--- config.mk ---
export PLATFORM = sky130hd
export DESIGN_NAME = varint_zigzag_codec_core_flat
export DESIGN_NICKNAME = d
export VERILOG_FILES = /design/src/rtl/vzc_pkg.sv /design/src/rtl/vzc_req_if.sv /design/src/rtl/vzc_rsp_if.sv /design/src/rtl/vzc_ctrl.sv /design/src/rtl/vzc_dpath.sv /design/src/rtl/varint_zigzag_codec_core.sv /design/src/flat_wrapper.sv
export SDC_FILE = /design/constraint.sdc
export NUM_CORES = 1
export LEC_CHECK = 0
export ABC_AREA = 1
export BUFFER_PORTS_ARGS = -buffer_cell sky130_fd_sc_hd__buf_2
export CAP_MARGIN = 20
export CORE_MARGIN = 2
export CORE_UTILIZATION = 59
export CTS_CLUSTER_DIAMETER = 30
export DETAILED_ROUTE_END_ITERATION = 8
export GPL_TIMING_DRIVEN = 0
export PLACE_DENSITY = 0.92
export SETUP_SLACK_MARGIN = 0.1
export SYNTH_ARGS = -nofsm -noshare
export SYNTH_HDL_FRONTEND = slang
export SYNTH_HIERARCHICAL = 1
export SYNTH_SLANG_ARGS = --single-unit
--- constraint.sdc ---
create_clock -name clk -period 4.15 [get_ports clk]
set_input_delay 0.6225 -clock clk [delete_from_list [all_inputs] [get_ports clk]]
set_output_delay 0.6225 -clock clk [all_outputs]
set_load 0.005 [all_outputs]
--- src/rtl/vzc_pkg.sv ---
package vzc_pkg;

    localparam int VALUE_W = 64;
    localparam int BYTE_W  = 8;
    localparam int GROUP_W = 7;
    localparam int COUNT_W = 4;
    localparam int HALF_W  = 32;

    localparam logic [COUNT_W-1:0] LIMIT_NARROW = 4'd5;
    localparam logic [COUNT_W-1:0] LIMIT_WIDE   = 4'd10;

    localparam logic FUNC_ENCODE = 1'b0;
    localparam logic FUNC_DECODE = 1'b1;
    localparam logic KIND_BYTE   = 1'b0;
    localparam logic KIND_VALUE  = 1'b1;

    typedef enum logic [1:0] {
        ST_IDLE,
        ST_ENC,
        ST_DEC
    } state_t;

    // controller -> datapath
    typedef struct packed {
        logic enc_load;
        logic dec_take;
        logic enc_emit;
        logic dec_emit;
    } cmd_t;

    // datapath -> controller
    typedef struct packed {
        logic enc_last;
        logic dec_done;
    } sts_t;

    function automatic logic [VALUE_W-1:0] zigzag_enc(input logic [VALUE_W-1:0] v);
        zigzag_enc = {v[VALUE_W-2:0], 1'b0} ^ {VALUE_W{v[VALUE_W-1]}};
    endfunction

    // wide = 0 decodes at 32 bits, upper half forced to zero
    function automatic logic [VALUE_W-1:0] zigzag_dec(input logic [VALUE_W-1:0] v,
                                                      input logic wide);
        logic [VALUE_W-1:0] z;
        z = (v >> 1) ^ {VALUE_W{v[0]}};
        if (!wide)
        begin
            z[VALUE_W-1:HALF_W] = '0;
        end
        zigzag_dec = z;
    endfunction

endpackage

--- src/rtl/vzc_req_if.sv ---
interface vzc_req_if;
    import vzc_pkg::*;

    logic               valid;
    logic               ready;
    logic               func;
    logic               signed_mode;
    logic               wide_mode;
    logic [VALUE_W-1:0] value_in;
    logic [BYTE_W-1:0]  byte_in;

    modport source (output valid, func, signed_mode, wide_mode, value_in, byte_in,
                    input ready);
    modport sink   (input valid, func, signed_mode, wide_mode, value_in, byte_in,
                    output ready);
endinterface

--- src/rtl/vzc_rsp_if.sv ---
interface vzc_rsp_if;
    import vzc_pkg::*;

    logic               valid;
    logic               ready;
    logic               kind;
    logic [BYTE_W-1:0]  byte_out;
    logic [VALUE_W-1:0] value_out;
    logic               last;

    modport source (output valid, kind, byte_out, value_out, last, input ready);
    modport sink   (input valid, kind, byte_out, value_out, last, output ready);
endinterface

--- src/rtl/vzc_ctrl.sv ---
module vzc_ctrl
    import vzc_pkg::*;
(
    input  logic clk,
    input  logic rst_n,
    input  logic req_valid,
    input  logic req_func,
    output logic req_ready,
    input  logic rsp_ready,
    output logic rsp_valid,
    input  sts_t sts,
    output cmd_t cmd
);

    state_t state_reg, state_next;
    logic   out_valid_reg, out_valid_next;
    logic   accept;
    logic   slot_free;

    assign req_ready = (state_reg == ST_IDLE);
    assign accept    = req_valid && req_ready;
    assign slot_free = !out_valid_reg || rsp_ready;
    assign rsp_valid = out_valid_reg;

    always_comb
    begin
        state_next = state_reg;
        case (state_reg)
            ST_IDLE:
            begin
                if (accept)
                begin
                    state_next = (req_func == FUNC_DECODE) ? ST_DEC : ST_ENC;
                end
            end
            ST_ENC:
            begin
                if (slot_free && sts.enc_last)
                begin
                    state_next = ST_IDLE;
                end
            end
            ST_DEC:
            begin
                if (!sts.dec_done || slot_free)
                begin
                    state_next = ST_IDLE;
                end
            end
            default:
            begin
                state_next = ST_IDLE;
            end
        endcase
    end

    always_comb
    begin
        cmd.enc_load = accept && (req_func == FUNC_ENCODE);
        cmd.dec_take = accept && (req_func == FUNC_DECODE);
        cmd.enc_emit = (state_reg == ST_ENC) && slot_free;
        cmd.dec_emit = (state_reg == ST_DEC) && sts.dec_done && slot_free;
        if (cmd.enc_emit || cmd.dec_emit)
        begin
            out_valid_next = 1'b1;
        end
        else if (rsp_ready)
        begin
            out_valid_next = 1'b0;
        end
        else
        begin
            out_valid_next = out_valid_reg;
        end
    end

    always_ff @(posedge clk or negedge rst_n)
    begin
        if (!rst_n)
        begin
            state_reg     <= ST_IDLE;
            out_valid_reg <= 1'b0;
        end
        else
        begin
            state_reg     <= state_next;
            out_valid_reg <= out_valid_next;
        end
    end

    a_accept_leaves_idle: assert property (@(posedge clk) disable iff (!rst_n)
        accept |=> state_reg != ST_IDLE)
        else $error("request accepted but controller stayed idle");

    a_partial_byte_returns: assert property (@(posedge clk) disable iff (!rst_n)
        (state_reg == ST_DEC && !sts.dec_done) |=> state_reg == ST_IDLE && !cmd.dec_emit)
        else $error("incomplete varint byte did not return to idle");

    a_emit_into_free_slot: assert property (@(posedge clk) disable iff (!rst_n)
        (cmd.enc_emit || cmd.dec_emit) |-> (!out_valid_reg || rsp_ready))
        else $error("result overwrote an untaken result");

    a_one_emit: assert property (@(posedge clk) disable iff (!rst_n)
        !(cmd.enc_emit && cmd.dec_emit))
        else $error("encode and decode emitted together");

endmodule

--- src/rtl/vzc_dpath.sv ---
module vzc_dpath
    import vzc_pkg::*;
(
    input  logic               clk,
    input  logic               rst_n,
    input  cmd_t               cmd,
    output sts_t               sts,
    input  logic               signed_mode,
    input  logic               wide_mode,
    input  logic [VALUE_W-1:0] value_in,
    input  logic [BYTE_W-1:0]  byte_in,
    output logic               kind,
    output logic [BYTE_W-1:0]  byte_out,
    output logic [VALUE_W-1:0] value_out,
    output logic               last
);

    // encode shifter
    logic [VALUE_W-1:0] enc_reg, enc_next;

    // decode state
    logic [VALUE_W-1:0] acc_reg, acc_next;
    logic [COUNT_W-1:0] count_reg, count_next;
    logic               wide_reg, wide_next;
    logic               sgn_reg, sgn_next;
    logic               done_reg, done_next;

    // result register
    logic               kind_reg, kind_next;
    logic [BYTE_W-1:0]  byte_reg, byte_next;
    logic [VALUE_W-1:0] value_reg, value_next;
    logic               last_reg, last_next;

    logic               first;
    logic               wide_eff;
    logic [6:0]         shamt;
    logic [VALUE_W-1:0] acc_base;
    logic [VALUE_W-1:0] group;
    logic [COUNT_W-1:0] count_inc;
    logic [COUNT_W-1:0] limit;
    logic [VALUE_W-1:0] dec_raw;
    logic [VALUE_W-1:0] dec_val;

    assign sts.enc_last = (enc_reg[VALUE_W-1:GROUP_W] == '0);
    assign sts.dec_done = done_reg;

    // 7 * count, at most 63 for legal counts
    assign first     = (count_reg == '0);
    assign wide_eff  = first ? wide_mode : wide_reg;
    assign shamt     = {count_reg, 3'b000} - {3'b000, count_reg};
    assign acc_base  = first ? '0 : acc_reg;
    assign group     = shamt[6] ? '0
                                : ({{(VALUE_W-GROUP_W){1'b0}}, byte_in[GROUP_W-1:0]}
                                   << shamt[5:0]);
    assign count_inc = count_reg + 4'd1;
    assign limit     = wide_eff ? LIMIT_WIDE : LIMIT_NARROW;

    assign dec_raw = wide_reg ? acc_reg : {{HALF_W{1'b0}}, acc_reg[HALF_W-1:0]};
    assign dec_val = sgn_reg ? zigzag_dec(dec_raw, wide_reg) : dec_raw;

    always_comb
    begin
        enc_next   = enc_reg;
        acc_next   = acc_reg;
        count_next = count_reg;
        wide_next  = wide_reg;
        sgn_next   = sgn_reg;
        done_next  = done_reg;
        kind_next  = kind_reg;
        byte_next  = byte_reg;
        value_next = value_reg;
        last_next  = last_reg;

        if (cmd.enc_load)
        begin
            enc_next = signed_mode ? zigzag_enc(value_in) : value_in;
        end
        if (cmd.enc_emit)
        begin
            kind_next  = KIND_BYTE;
            byte_next  = {!sts.enc_last, enc_reg[GROUP_W-1:0]};
            value_next = '0;
            last_next  = sts.enc_last;
            enc_next   = enc_reg >> GROUP_W;
        end

        if (cmd.dec_take)
        begin
            acc_next   = acc_base | group;
            count_next = count_inc;
            if (first)
            begin
                wide_next = wide_mode;
                sgn_next  = signed_mode;
            end
            done_next = !byte_in[BYTE_W-1] || (count_inc == limit);
        end
        if (cmd.dec_emit)
        begin
            kind_next  = KIND_VALUE;
            byte_next  = '0;
            value_next = dec_val;
            last_next  = 1'b1;
            acc_next   = '0;
            count_next = '0;
            wide_next  = 1'b0;
            sgn_next   = 1'b0;
            done_next  = 1'b0;
        end
    end

    always_ff @(posedge clk or negedge rst_n)
    begin
        if (!rst_n)
        begin
            acc_reg   <= '0;
            count_reg <= '0;
            wide_reg  <= 1'b0;
            sgn_reg   <= 1'b0;
            done_reg  <= 1'b0;
        end
        else
        begin
            acc_reg   <= acc_next;
            count_reg <= count_next;
            wide_reg  <= wide_next;
            sgn_reg   <= sgn_next;
            done_reg  <= done_next;
        end
    end

    always_ff @(posedge clk)
    begin
        enc_reg   <= enc_next;
        kind_reg  <= kind_next;
        byte_reg  <= byte_next;
        value_reg <= value_next;
        last_reg  <= last_next;
    end

    assign kind      = kind_reg;
    assign byte_out  = byte_reg;
    assign value_out = value_reg;
    assign last      = last_reg;

endmodule

--- src/rtl/varint_zigzag_codec_core.sv ---
// Channel | Dir | Payload                                           | Handshake
// req     | in  | func, signed_mode, wide_mode, value_in, byte_in   | valid/ready
// rsp     | out | kind, byte_out, value_out, last                   | valid/ready
//
// Encode: the request is taken, then one byte per cycle from the 64-bit shifter
//   while the result register is free, 1 to 10 bytes per request.
// Decode: per byte, a take step, then a complete/emit step from the accumulator.
// Reset clears the controller and the decode accumulator, count and modes.
// One result register sits on rsp; a full register stalls only the emit
// step, so a new request is taken while the last result waits.
module varint_zigzag_codec_core
    import vzc_pkg::*;
(
    input  logic clk,
    input  logic rst_n,
    vzc_req_if.sink   req,
    vzc_rsp_if.source rsp
);

    cmd_t cmd;
    sts_t sts;

    // FSM: idle -> encode emit loop, or idle -> decode step
    vzc_ctrl u_ctrl (
        .clk       (clk),
        .rst_n     (rst_n),
        .req_valid (req.valid),
        .req_func  (req.func),
        .req_ready (req.ready),
        .rsp_ready (rsp.ready),
        .rsp_valid (rsp.valid),
        .sts       (sts),
        .cmd       (cmd)
    );

    // shifter, accumulator, zigzag mapping and result register
    vzc_dpath u_dpath (
        .clk         (clk),
        .rst_n       (rst_n),
        .cmd         (cmd),
        .sts         (sts),
        .signed_mode (req.signed_mode),
        .wide_mode   (req.wide_mode),
        .value_in    (req.value_in),
        .byte_in     (req.byte_in),
        .kind        (rsp.kind),
        .byte_out    (rsp.byte_out),
        .value_out   (rsp.value_out),
        .last        (rsp.last)
    );

endmodule

--- src/flat_wrapper.sv ---
// flat-port wrapper written by rule: the top's interface ports become plain ports
module varint_zigzag_codec_core_flat import vzc_pkg::*;
  (clk, rst_n, req_valid, req_func, req_signed_mode, req_wide_mode, req_value_in, req_byte_in, req_ready, rsp_valid, rsp_kind, rsp_byte_out, rsp_value_out, rsp_last, rsp_ready);
  vzc_req_if req_i ();
  vzc_rsp_if rsp_i ();
  input  logic clk;
  input  logic rst_n;
  input wire logic [$bits(req_i.valid)-1:0] req_valid;
  input wire logic [$bits(req_i.func)-1:0] req_func;
  input wire logic [$bits(req_i.signed_mode)-1:0] req_signed_mode;
  input wire logic [$bits(req_i.wide_mode)-1:0] req_wide_mode;
  input wire logic [$bits(req_i.value_in)-1:0] req_value_in;
  input wire logic [$bits(req_i.byte_in)-1:0] req_byte_in;
  output wire logic [$bits(req_i.ready)-1:0] req_ready;
  output wire logic [$bits(rsp_i.valid)-1:0] rsp_valid;
  output wire logic [$bits(rsp_i.kind)-1:0] rsp_kind;
  output wire logic [$bits(rsp_i.byte_out)-1:0] rsp_byte_out;
  output wire logic [$bits(rsp_i.value_out)-1:0] rsp_value_out;
  output wire logic [$bits(rsp_i.last)-1:0] rsp_last;
  input wire logic [$bits(rsp_i.ready)-1:0] rsp_ready;
  assign req_i.valid = req_valid;
  assign req_i.func = req_func;
  assign req_i.signed_mode = req_signed_mode;
  assign req_i.wide_mode = req_wide_mode;
  assign req_i.value_in = req_value_in;
  assign req_i.byte_in = req_byte_in;
  assign req_ready = req_i.ready;
  assign rsp_valid = rsp_i.valid;
  assign rsp_kind = rsp_i.kind;
  assign rsp_byte_out = rsp_i.byte_out;
  assign rsp_value_out = rsp_i.value_out;
  assign rsp_last = rsp_i.last;
  assign rsp_i.ready = rsp_ready;
  varint_zigzag_codec_core u_core (.clk(clk), .rst_n(rst_n), .req(req_i), .rsp(rsp_i));
endmodule
# Word-level counts from Yosys, hierarchy flattened
# Index checks and enable logic that the tools add are counted.
# Widths: inputs -> output; s select.
dict set report totals {
  inputBits 79
  word_cells 81
  regBits 212
  output_inout_bits 76
}
dict set report classes {
  n_eq_ne 6
  n_reduce_logical 25
  n_shift 1
  muxes 30
  add_sub_neg 2
  bitwise 4
}
# op count
set op_table {}
lappend op_table {{$mux 64} 9}
lappend op_table {{$mux 57} 2}
lappend op_table {{$or 64x64->64} 1}
lappend op_table {{$shl 7x6->64} 1}
lappend op_table {{$xor 63x64->64} 1}
lappend op_table {{$xor 64x64->64} 1}
lappend op_table {{$logic_not 57->1} 1}
lappend op_table {{$mux 32} 1}
lappend op_table {{$mux 4} 3}
lappend op_table {{$mux 1} 10}
lappend op_table {{$reduce_bool 2->1} 5}
lappend op_table {{$mux 2} 4}
lappend op_table {{$logic_and 1x1->1} 7}
lappend op_table {{$sub 7x4->7} 1}
lappend op_table {{$pmux 2 s3} 1}
lappend op_table {{$add 4x1->4 const B} 1}
lappend op_table {{$eq 4x4->1} 1}
lappend op_table {{$logic_not 1->1} 4}
lappend op_table {{$logic_not 4->1} 1}
lappend op_table {{$logic_or 1x1->1} 4}
lappend op_table {{$ne 2x2->1 const B} 2}
lappend op_table {{$reduce_and 3->1} 1}
lappend op_table {{$eq 2x1->1 const B} 1}
lappend op_table {{$eq 2x2->1 const B} 1}
lappend op_table {{4 further kinds} 4}

# Longest topological paths before layout
# Gate-level depths: netlist of run 1.
dict set report logic_depth {
  ltp_word 7
  mapped_depth 14
  depth_no_buf 13
}

# Hierarchy
# The synthesis of run 1 kept the hierarchy.
# mod area_per_inst_um2 instances cells_per_inst
set by_module_without_submodules {}
lappend by_module_without_submodules {vzc_dpath 12009.0 1 1551}
lappend by_module_without_submodules {vzc_ctrl 172.7 1 24}

# Least setup slack after synthesis of run 1
# No wires, ideal clock.
dict set report synth_path {
  kind {input-to-reg}
  from {input req_func}
  to {register u_core.u_dpath.enc_reg[0] (enable)}
  arrival_ns 2.896
  cell_stages 5
  slack_ns 0.813
  path_cell_list {nand3b_1 > inv_1 > clkbuf_1 > or2_2 > clkbuf_1}
}
# item line
set synth_rtl {}
lappend synth_rtl {{from (decl)} flat_wrapper.sv:9} ;# input wire logic [$bits(req_i.func)-1:0] req_func;
lappend synth_rtl {{to (signal assigned)} vzc_dpath.sv:134} ;# enc_reg <= enc_next;
lappend synth_rtl {{to (decl)} vzc_dpath.sv:19} ;# logic [VALUE_W-1:0] enc_reg, enc_next;

==> results of run 1 <==
[per-stage QoR]
stage | instances | TNS [ns] | utilization [%] | worst slack, ns
after global routing | 2075 | 0 | 72.8 | 1.09
after global placement | 1998 | -30.20 | 65.7 | -0.405
final | 2075 | 0 | 72.8 | 1.13
after CTS | 2075 | 0 | 72.8 | 1.21
after detailed placement | 1999 | 0 | 65.9 | 0.836
after floorplan | 1575 | 0 | - | 0.813
[layout by cell type (no fill, tap or decap), types with 10 or more instances in the layout]
cell type / instances
dfrtp_1: 74
nand4_1: 16
a22oi_1: 46
o21ai_1: 10
buf_1: 10
xor2_1: 34
nand3_1: 97
nor2_1: 91
dfxtp_1: 17
or2_2: 10
inv_1: 117
o22ai_1: 19
inv_6: 10
buf_2: 167
edfxtp_1: 121
a21oi_1: 203
clkbuf_1: 78
clkbuf_16: 42
nand2_1: 430
o21ai_0: 139
[layer usage]
layer,up-vias,part of all wire [%],track usage (%)
met5,-,0,0
met4,0,4.7,15.4
met3,169,10,6.54
met2,864,48,58.8
met1,5804,37,45.0
li1,5721,-,-
[worst min path at each step]
| stage | endpoint | slack [ns] | cells after the start |
|---|---|---|---|
| after CTS | u_core/u_dpath/acc_reg[41] | 0.04 | 1 |
| after floorplan | u_core/u_ctrl/rsp_valid | 0.33 | 0 |
| final | u_core/u_dpath/acc_reg[22] | 0.05 | 1 |
| after global routing | u_core/u_dpath/acc_reg[41] | 0.07 | 1 |
| after detailed placement | u_core/u_dpath/kind | 0.46 | 2 |
| after global placement | u_core/u_dpath/kind | 0.43 | 2 |
[cell type report]
| type | instances | area (um2) |
|---|---|---|
| Tap cell | 270 | 338 |
| Multi-Input combinational cell | 1131 | 5410 |
| Fill cell | 1518 | 5510 |
| Sequential cell | 212 | 5830 |
| Clock inverter | 30 | 334 |
| Timing Repair Buffer | 154 | 796 |
| Clock buffer | 46 | 1070 |
| Inverter | 122 | 463 |
| Buffer | 110 | 492 |
[power by group]
| part | switching (mW) | total (mW) | internal, mW |
|---|---|---|---|
| clock | 1.16 | 3.36 | 2.19 |
| combinational | 4.47 | 6.27 | 1.80 |
| sequential | 0.505 | 3.81 | 3.30 |
| total | 6.14 | 13.4 | 7.29 |
[logic make-up after synthesis]
kind of cell / after synthesis
simple gates: 669
compound gates: 424
buf+inv: 232
flops: 212
xor+xnor: 35
fa+ha+maj: 3
==> flow_results.org, run 1 <==
** Clock network
- Maximum number of buffers from clock root to sink :: 3
- Count of buffers added by post-CTS timing repair for setup :: 0
- In this run the number of H-tree levels came out at 2.
- Clock edge transition at the registers on the reported setup and hold paths :: 0.04 ns
- Number of CTS-inserted buffers :: 42
- Hold buffers post-CTS :: 0
- The number of gates resized after CTS was 0.
- CTS placed an instance of clkbuf_16 at the clock tree root.
- For this design, the sink count on the clock tree is 212.
- Clock latency at the later pin of the worst-skew pair :: 0.52 ns
- TritonCTS clock tree :: built

** Run
- Across the run, the number of max-cap violations was 0.

** Placed design
- Placer congestion estimate :: 1.03
- After legalization and detailed placement, the total HPWL measured about 27000 um.
- DP Area :: 13300 um2
- Count of input and output buffers :: 153

** Finish
- Relative to the synthesized area, the layout overhead comes to 20.9%.
- Final-stage net count :: 1855
- The finished cells cover 14700 um2.
- In the final layout, the share of cells above drive strength 1 is 15.4%.
- Antenna cells :: 0

** Yosys
- Share of synthesized registers carrying an async set or reset :: 34.9%
- Number of enable flip-flop cells after synthesis :: roughly 120
- Fraction of synthesized cell area taken by the top area cell type :: between 20% and 30%
- In this run, synthesis produced a sequential element count of 212.
- Number of warnings printed during yosys synthesis :: 6
- Summing the areas of all compound-gate instances in the mapped netlist gives 18.7% of the synthesized area.
- Flip-flop cell with the highest count after synthesis :: edfxtp_1
- The cell area that synthesis handed to floorplanning was approximately 12000 um2.
- Sorting the synthesized cells by area gives the leading types as edfxtp_1 30%, dfrtp_1 15%, nand2_1 13%, a21oi_1 8.3%, o21ai_0 5.7%.
- Adder-cell area share of the yosys netlist :: 0.308%
- Largest family of logic cells by synthesized area :: simple AND/OR/NAND/NOR gates
- Cells after synthesis :: 1575
- Basic-gate share of the synthesized area counting and, or, nand and nor cells :: 22.8%
- The synthesized netlist contains 34 unique library cells.
- A synthesized cell averages 7.73 um2.
- Most used standard cell by instance count after synthesis :: nand2_1
- The synthesized netlist devotes 2.58% of its cell area to XOR and XNOR gates.
- Seq/Total Area, Yosys :: about 48%
- Leading area contributor after synthesis :: edfxtp_1
- Commonest cells in the netlist :: 431 x nand2_1, 203 x a21oi_1, 139 x o21ai_0
- Of the post-synthesis cell area, the part taken by muxes is 0%.
- When the netlist entered floorplanning its net count stood at ~1700.

** Route
- In this run the remaining antenna-violating nets after routing total 0.
- Pre-Repair DR Iteration Count :: 7
- Drt wl/cell :: 18.8 um
- The final layout contains routed wiring with a total length of 39000 um.
- Residual DRC :: 0
- Vias per std cell :: 6.05
- Vias :: 12600
- Initial detailed-routing violation count :: 1484

** Floorplanning
- Io pins :: 155
- Number of placement rows :: 52
- Horizontal extent of the die :: around 150 um
- Die Area :: about 22000 um2
- Floorplan die height :: roughly 150 um
- Starting Density :: 60.2%
- Total core area :: around 20000 um2

** Critical path
- Broken down by cell family, the worst path's largest delay share belongs to buffers and inverters.
- The critical path goes through buf_4 > nand3_1 > nor2_1 > inv_1 > clkbuf_1 > clkbuf_1 > nand2_4.
- For this design, the slowest cell found on the critical path is clkbuf_1.
- Of all nets on the critical path, the largest fanout is 64.
- The critical path ends at u_core/u_dpath/value_out[20].
- The worst register-to-register path ends at u_core/u_dpath/value_out[20].
- Source of the worst register-to-register timing path :: u_core/u_dpath/done_reg
- In this run the number of cells on the critical path is 7.
- Together, buffers and inverters on the worst path number 4.
- Worst R2R Setup Slack :: 1.13 ns
- Type of element capturing the critical path :: flip-flop
- In this design, the stage delay of the slowest critical-path cell is around 0.63 ns.
- In this run the worst setup path begins at u_core/u_dpath/done_reg.
- The critical path is of the flip-flop to flip-flop type.
- Startpoint type of the worst setup path :: flip-flop
- Data on the critical path arrives at its endpoint at 3.07 ns.
- The cell that appears most often on the critical path is clkbuf_1.
- CP Data Required Time :: 4.20 ns
- Worst r2r path cells :: 7

** Timing
- Clock skew on the completed layout was measured at approximately 0.018 ns.
- The smallest clock period supported by the final layout is computed as ~3 ns.
- Worst hold margin :: 0.0468 ns
- In the finished design, the share of the clock period the worst path needs comes to 72.8%.
- Unrepaired setup endpoints after global routing :: no
- For this run, the top clock speed supported by timing is 331 MHz.
- The worst pin sits at a relative slew slack of between 30% and 40%.
- Final Max Tran Viols :: 0
- Hold Violations, Final :: 0
- Final count of negative-setup-slack endpoints :: 0
- Worst-margin pin slew :: approximately 1 ns

** Global routing
- The first global-routing pass estimated around 61000 um of wire.
- Vias in the first global route :: 11600
- All-Layer GR Usage :: 35.2%
- Summed over all layers, the global routing overflow is 0.
- Number of antenna violations at the first check in global routing :: 0
- Largest net degree at the start of global routing :: 65

** Power
- Worst IR Drop VDD :: between 0.0005 and 0.0006 V
- The completed layout was analyzed and its total power is 13.4 mW.
- Cell area power density :: 912 nW/um2
- For this design the static power due to leakage is 6.94 nW.

** Worst hold path
- In this run the worst hold path is classified as primary input to asynchronous set/reset pin.

** Outcome
- Status :: finished, final reports clean
No activity file was read; power rests on OpenSTA's default activity.
==> inputs of run 2 (changes only) <==
- ABC_AREA: 1 -> 0
- CORE_UTILIZATION: 59 -> 58
- PLACE_DENSITY: 0.92 -> 0.91
- clock period: 4.15 -> 3.1 ns (I/O delays scaled with it)
==> flow_results.org, run 2 <==
** Outcome
- The run finished with clean final reports.

** Timing
- The worst-margin pin slew was 0.722 ns (-0.250 ns).
- Worst-case headroom to the max-slew limit :: 51.9% (+17 points)
- Share of the clock period used by the worst path after layout :: 91.5% (+19 points)
- The final number of hold-violating endpoints was 0 (unchanged).
- Final Max Tran Viols :: 0 (unchanged)
- Worst hold margin :: 0.250 ns (+0.203 ns)
- Minimum period implied by the final worst setup slack :: 2.84 ns (-0.184 ns)
- Unrepaired setup endpoints after global routing :: no
- The final setup violation count is 0 (unchanged).
- Accumulated negative setup slack :: 0 ns (unchanged)
- Max Freq :: 352 MHz (+6.5%)
- The worst setup skew after layout came to 0.0176 ns (-0.000878 ns).
- The least setup slack across all paths after layout is 0.263 ns (-0.866 ns).

** Floorplanning
- The die outline area is 20600 um2 (-5.3%).
- Number of placement rows :: 51 (-1.9%)
- The I/O pin count is 155 (unchanged).
- Starting Density :: 58.5% (-1.7 points)
- Floorplan die height :: 144 um (-2.7%)
- The die outline width came to 144 um (-2.7%).
- Total core area :: 19300 um2 (-4.4%)

** Global routing
- The number of global-route vias before repair was 9558 (-18%).
- Global-route wire length before repair :: 49000 um (-19%)
- The overall fraction of global-route tracks in use is 30.6% (-4.6 points).
- The initial antenna violation count is 2 (+2).
- The largest net degree at the start of global routing is 48 (-26%).
- The final global-route overflow total is 0 (unchanged).

** Run
- The number of max-cap violations came to 0 (unchanged).

** Critical path
- CP Data Required Time :: 3.49 ns (-0.71 ns)
- Type of element capturing the critical path :: flip-flop
- The worst setup path is launched from a flip-flop.
- The critical path is of the flip-flop to flip-flop type.
- Critical path data arrival time :: 3.23 ns (+0.16 ns)
- The top fanout value on the critical path came to 9 (-86%).

** Yosys
- Leading post-synthesis cells by cell area :: edfxtp_1 32%, dfrtp_1 16%, xnor2_1 10%, nand2_1 7.4%, o21ai_0 6.7%
- Flip-flop cell with the highest count after synthesis :: edfxtp_1
- Most used standard cell by instance count after synthesis :: nand2_1
- The largest total area in the synthesized netlist belongs to edfxtp_1.
- The commonest cells after synthesis are 224 x nand2_1, 152 x o21ai_0, 131 x xnor2_1.
- The mean cell area of the mapped netlist came to 9.85 um2 (+27%).
- The synthesized netlist net count was 1231 (-26%).
- The mapped cell area came to 11300 um2 (-7.1%).
- The number of enable flip-flop cells after synthesis was 121 (unchanged).
- The sequential element share of the synthesized area came to 51.5% (+3.6 points).
- The synthesis warning total is 6 (unchanged).
- The share of synthesized registers carrying an async set or reset is 34.9% (unchanged).
- Fraction of synthesized cell area taken by the top area cell type :: 32.1% (+2.3 points)
- The synthesized netlist cell count came to 1149 (-27%).
- The number of different library cells in the post-synthesis netlist came to 64 (+88%).
- Yosys reg bits :: 212 (unchanged)

** Route
- Vias per std cell :: 6.11 (+1.0%)
- Initial detailed-routing violation count :: 1079 (-27%)
- The number of nets with antenna violations after detailed routing was 0 (unchanged).
- The post-detailed-route DRC marker count is 0 (unchanged).
- Pre-Repair DR Iteration Count :: 8 (+1)
- The number of vias after detailed routing is 10000 (-20%).
- The final routed wirelength across all metal layers is 31900 um (-18%).
- Drt wl/cell :: 19.5 um (+3.6%)

** Placed design
- The routability congestion estimate came to 0.972 (-5.3%).
- Count of placed standard cells including taps :: 1569 (-22%)
- The port buffer count is 152 (-0.65%).
- DP Area :: 12500 um2 (-6.4%)
- Worst Setup Slack post-DPL :: 0.0975 ns (-0.739 ns)
- The post-DP HPWL came to 21100 um (-23%).

** Power
- The total power after layout is 14.2 mW (+5.5%).
- The worst vdd rail ir drop was 0.000535 V (-3.8%).
- Standby leakage power :: 5.79 nW (-16%)
- Cell area power density :: 1020 nW/um2 (+12%)

** Finish
- Final Cell Area :: 13900 um2 (-5.9%)
- The count of fill cells added during filler insertion came to 1248 (-18%).
- Non-Filler Instances :: 1641 (-21%)
- Area growth from synthesis to layout :: 22.4%
- Most common cell after layout, fill and taps aside :: nand2_1
- The library cells used most frequently in the layout, excluding fill and tap cells, are 224 x nand2_1, 165 x buf_2, 152 x o21ai_0.
- The share of layout cells above drive strength 1 came to 19.7% (+4.2 points).
- The fraction of the core area covered by cells at the end of the flow is 71.7% (-1.1 points).
- Final-stage net count :: 1428 (-23%)

** Clock network
- CTS HTree Levels :: 2 (unchanged)
- TritonCTS built the clock tree.
- Root buffer cell :: clkbuf_16
- The number of buffers created by CTS is 37 (-12%).
- Number of clock sinks :: 212 (unchanged)
- Maximum number of buffers from clock root to sink :: 3 (unchanged)
- The clock-pin transition on the worst setup and hold timing paths came to 0.05 ns (about the same).
- Clock latency at the later pin of the worst-skew pair :: 0.51 ns (about the same)

** Worst hold path
- Worst hold path type :: primary input to flip-flop
-- run 2: power breakdown --
group	internal (mW)	leakage (nW)	switching, mW
Combinational	1.85	2.81	3.49
Sequential	3.95	2.33	0.610
Clock	2.76	0.650	1.51
-- run 2: layout make-up --
cell class / count / area [um2] / area share [%]
Multi-Input combinational cell: 839 / 5110 / 36.8
Clock inverter: 25 / 303 / 2.18
Buffer: 91 / 394 / 2.84
Tap cell: 265 / 332 / 2.39
Sequential cell: 212 / 5830 / 42.0
Antenna cell: 2 / 5.00 / 0.0361
Inverter: 7 / 26.3 / 0.190
Timing Repair Buffer: 158 / 848 / 6.12
Clock buffer: 42 / 1020 / 7.35
-- run 2: worst paths after layout --
check,startpoint,endpoint,slack (ns),cells after the start
max,u_core/u_dpath/count_reg[0],u_core/u_dpath/acc_reg[48],0.26,9
min,req_valid,u_core/u_ctrl/state_reg[1],0.25,3
max reg2reg,u_core/u_dpath/count_reg[0],u_core/u_dpath/acc_reg[48],0.26,9
max in group asynchronous,rst_n,u_core/u_dpath/acc_reg[33],2.05,3
min reg2reg,u_core/u_dpath/kind,u_core/u_dpath/kind,0.48,1
min in group asynchronous,rst_n,u_core/u_dpath/count_reg[2],0.47,2
-- run 2: logic make-up (layout without fill, tap and decap cells) --
family,Yosys count,count (layout),share of synthesized area [%]
AOI/OAI and AO/OA,292,292,16.6
DFF,212,212,51.5
buffers and inverters,98,323,3.67
muxes,33,33,3.21
other,0,2,0
and+or+nand+nor,376,376,14.3
xor gates and xnor gates,135,135,10.4
adders and majority gates,3,3,0.332
-- run 2: metal layers --
metal	part of all wire (%)	global-route usage [%]
met5	0	0
met4	6.3	17.9
met3	11	8.26
met2	47	50.6
met1	36	36.0
-- run 2: what timing repair did --
| action | in CTS | in global routing |
|---|---|---|
| setup buffers | 0 | 2 |
| setup endpoints to repair | 5 | 58 |
| gates resized for setup | 2 | 12 |
| hold buffers | 1 | 0 |
| endpoints found under the hold margin | 36 | 0 |
| pin swaps | 0 | 1 |
-- run 2: critical path, stage by stage, from the launching register on --
cell and delay, ns:
dfrtp_1 0.37, buf_2 0.25, inv_2 0.13, ha_1 0.22
buf_4 0.17, and3b_1 0.20, o211a_2 0.35, nor2_1 0.42
a22oi_1 0.31, o21ai_0 0.30
==> inputs of run 3 (changes only) <==
- CORE_UTILIZATION: 58 -> 50
- PLACE_DENSITY: 0.91 -> 0.82
==> flow_results.org, run 3 (synthesized netlist as in run 2, its figures left out) <==
** Finish
- The library cell used most frequently in the layout, excluding fill and tap cells, is nand2_1.
- The final non-filler cell area was 13900 um2 (about the same).
- The library cells used most frequently in the layout, excluding fill and tap cells, are 224 x nand2_1, 165 x buf_2, 152 x o21ai_0.
- Share of final-layout standard cells stronger than drive strength 1 :: 19.1% (-0.51 points)
- Final-stage net count :: 1431 (+0.21%)
- Post-Route Utilization :: 61.8% (-9.9 points)
- Area growth from synthesis to layout :: 22.5% (about the same)

** Clock network
- The clock sink count came to 212 (unchanged).
- The H-tree depth is 2 (unchanged).
- The clock latency at the later pin of the worst-skew pair was 0.51 ns (about the same).
- Number of CTS-inserted buffers :: 40 (+8.1%)
- The maximum clock path buffer count came to 3 (unchanged).
- TritonCTS built the clock tree.
- The clock-pin transition on the worst setup and hold timing paths was 0.05 ns (about the same).
- The root buffer cell chosen for the clock tree is clkbuf_16.

** Placed design
- Placer congestion estimate :: 0.913 (-6.1%)
- The port buffer count came to 152 (unchanged).
- The post-detailed-placement cell area is 12500 um2 (+0.32%).
- Detailed placer's ending HPWL :: 21200 um (+0.17%)
- The worst-case setup slack after placement was -0.0154 ns (-0.113 ns).

** Power
- Switching fraction of total power :: 38.6% (-0.99 points)
- The clock network power share was 29.8% (-0.3 points).
- The total power after layout is 13.8 mW (-2.5%).
- The power density normalized to cell area is 996 nW/um2 (-2.5%).
- Psw :: 5.34 mW (-4.9%)
- Standby leakage power :: 5.78 nW (-0.33%)
- The portion of total power attributed to combinational logic was 37.4% (-0.3 points).
- The internal power was 8.48 mW (-0.86%).
- Fraction of power consumed by sequential logic :: 32.8% (+0.6 points)
- Worst IR Drop VDD :: 0.000564 V (+5.5%)

** Worst hold path
- Worst hold path type :: primary input to flip-flop

** Critical path
- Type of element capturing the critical path :: flip-flop
- The top fanout value on the critical path was 10 (+1).
- The critical path in this run is classified as flip-flop to flip-flop.
- On the critical path, the stage with the largest delay is an instance of mux2i_2.
- Startpoint type of the worst setup path :: flip-flop
- Critical path data arrival time :: 3.20 ns (-0.03 ns)
- CP Data Required Time :: 3.45 ns (-0.04 ns)
- The delay of the slowest cell on the worst path was 0.44 ns (+0.02 ns).
- The critical path goes through buf_2 > inv_2 > ha_1 > buf_4 > mux2_2 > a22o_1 > and2_1 > mux2i_2 > o21ai_0.

** Global routing
- Largest net degree at the start of global routing :: 53 (+10%)
- The number of global-route vias before repair came to 9015 (-5.7%).
- The overall fraction of global-route tracks in use is 24.2% (-6.4 points).
- Global-route wire length before repair :: 46100 um (-6.0%)
- Number of antenna violations at the first check in global routing :: 2 (unchanged)
- Total gr overflow :: 0 (unchanged)

** Floorplanning
- Total core area :: 22400 um2 (+16%)
- The die outline width is 154 um (+7.5%).
- Number of placement rows :: 55 (+7.8%)
- Starting Density :: 50.5% (-8.1 points)
- Floorplan die height :: 154 um (+7.5%)
- The I/O pin count came to 155 (unchanged).
- Die Area :: 23900 um2 (+16%)

** Timing
- Worst-case setup margin in the final layout :: 0.248 ns (-0.0150 ns)
- The worst setup skew after layout was 0.0172 ns (-0.000390 ns).
- Hold Violations, Final :: 0 (unchanged)
- Final Max Tran Viols :: 0 (unchanged)
- Setup repair after global routing left no endpoint under its margin.
- Worst-case headroom to the max-slew limit :: 51.6% (-0.28 points)
- The maximum clock frequency was 351 MHz (-0.52%).
- The worst-margin pin slew was 0.726 ns (+0.00418 ns).
- The final clock period utilization by the worst path came to 92.0% (+0.48 points).
- The final setup violation count is 0 (unchanged).
- Minimum period implied by the final worst setup slack :: 2.85 ns (+0.0150 ns)
- Worst hold margin :: 0.248 ns (-0.00156 ns)

** Route
- The number of vias after detailed routing is 9486 (-5.5%).
- Residual DRC :: 0 (unchanged)
- The post-detailed-route via-to-cell ratio is 5.70 (-6.8%).
- The post-detailed-route wirelength per cell is 17.6 um (-9.4%).
- Detailed Route WL :: 29400 um (-8.1%)
- The number of nets with antenna violations after detailed routing was 0 (unchanged).
- Initial detailed-routing violation count :: 866 (-20%)
- The length of the first detailed-routing pass in iterations is 6 (-2).

** Run
- MaxCap Viol Count :: 0 (unchanged)

** Outcome
- The flow ran to the end, and the final reports show no timing, DRC or antenna violations.
run 3: changes by cell type in the layout (fill, tap and decap cells not counted), moves of 3 or more:
cell / previous run / this run
clkinv_2: 2 / 5
clkinv_1: 0 / 5
clkbuf_1: 48 / 52
inv_6: 7 / 4
run 3: area by class of cell:
class / instances / area, um2
Antenna cell: 1 / 2.50
Buffer: 91 / 392
Clock buffer: 47 / 1090
Clock inverter: 25 / 214
Fill cell: 1793 / 8570
Inverter: 7 / 26.3
Multi-Input combinational cell: 839 / 5100
Sequential cell: 212 / 5830
Tap cell: 285 / 357
Timing Repair Buffer: 158 / 863
run 3: critical path: cells and delay by family, from the launching register on:
| family | cells | cell delay, ns |
|---|---|---|
| multiplexers | 2 | 0.80 |
| AND/OR/NAND/NOR | 1 | 0.20 |
| buffers and inverters | 3 | 0.55 |
| flip-flops | 1 | 0.36 |
| AO/OA/AOI/OAI | 2 | 0.49 |
| adder cells (fa/ha/maj) | 1 | 0.30 |
run 3: power groups by stage:
stage	sequential [mW]	clock, mW	combinational [mW]
floorplan	4.42	0	3.40
global placement	4.53	0	4.73
detailed placement	4.55	0	4.90
CTS	4.52	4.15	4.99
global route	4.60	4.31	5.58
finish	4.53	4.12	5.17
run 3: worst paths after layout:
kind	slack, ns	end	start	cells after the start
max in group asynchronous	2.11	u_core/u_dpath/acc_reg[0]	rst_n	3
max reg2reg	0.25	u_core/u_dpath/acc_reg[11]	u_core/u_dpath/count_reg[0]	9
min reg2reg	0.46	u_core/u_dpath/kind	u_core/u_dpath/kind	1
min	0.25	u_core/u_dpath/wide_reg	req_wide_mode	3
min in group asynchronous	0.41	u_core/u_dpath/acc_reg[47]	rst_n	2
max	0.25	u_core/u_dpath/acc_reg[11]	u_core/u_dpath/count_reg[0]	9
run 3: repair_timing:
action	CTS	global route
hold buffers	1	0
pin swaps	0	1
gates resized for setup	3	7
setup endpoints to repair	30	71
hold endpoints to repair	22	0
setup buffers	0	2
run 3: routing by layer:
metal | global-route usage [%] | vias up | part of all wire [%]
li1 | - | 4477 | -
met4 | 11.1 | 2 | 4.1
met2 | 41.8 | 413 | 50
met3 | 5.80 | 83 | 7.8
met1 | 28.6 | 4511 | 38
met5 | 0 | - | 0.044
run 3: metrics by stage:
step                      TNS, ns  std cells
after detailed placement  -0.0154       1589
after floorplan                 0       1149
after global placement     -13.96       1586
final                           0       1665
after global routing            0       1665
after CTS                       0       1662
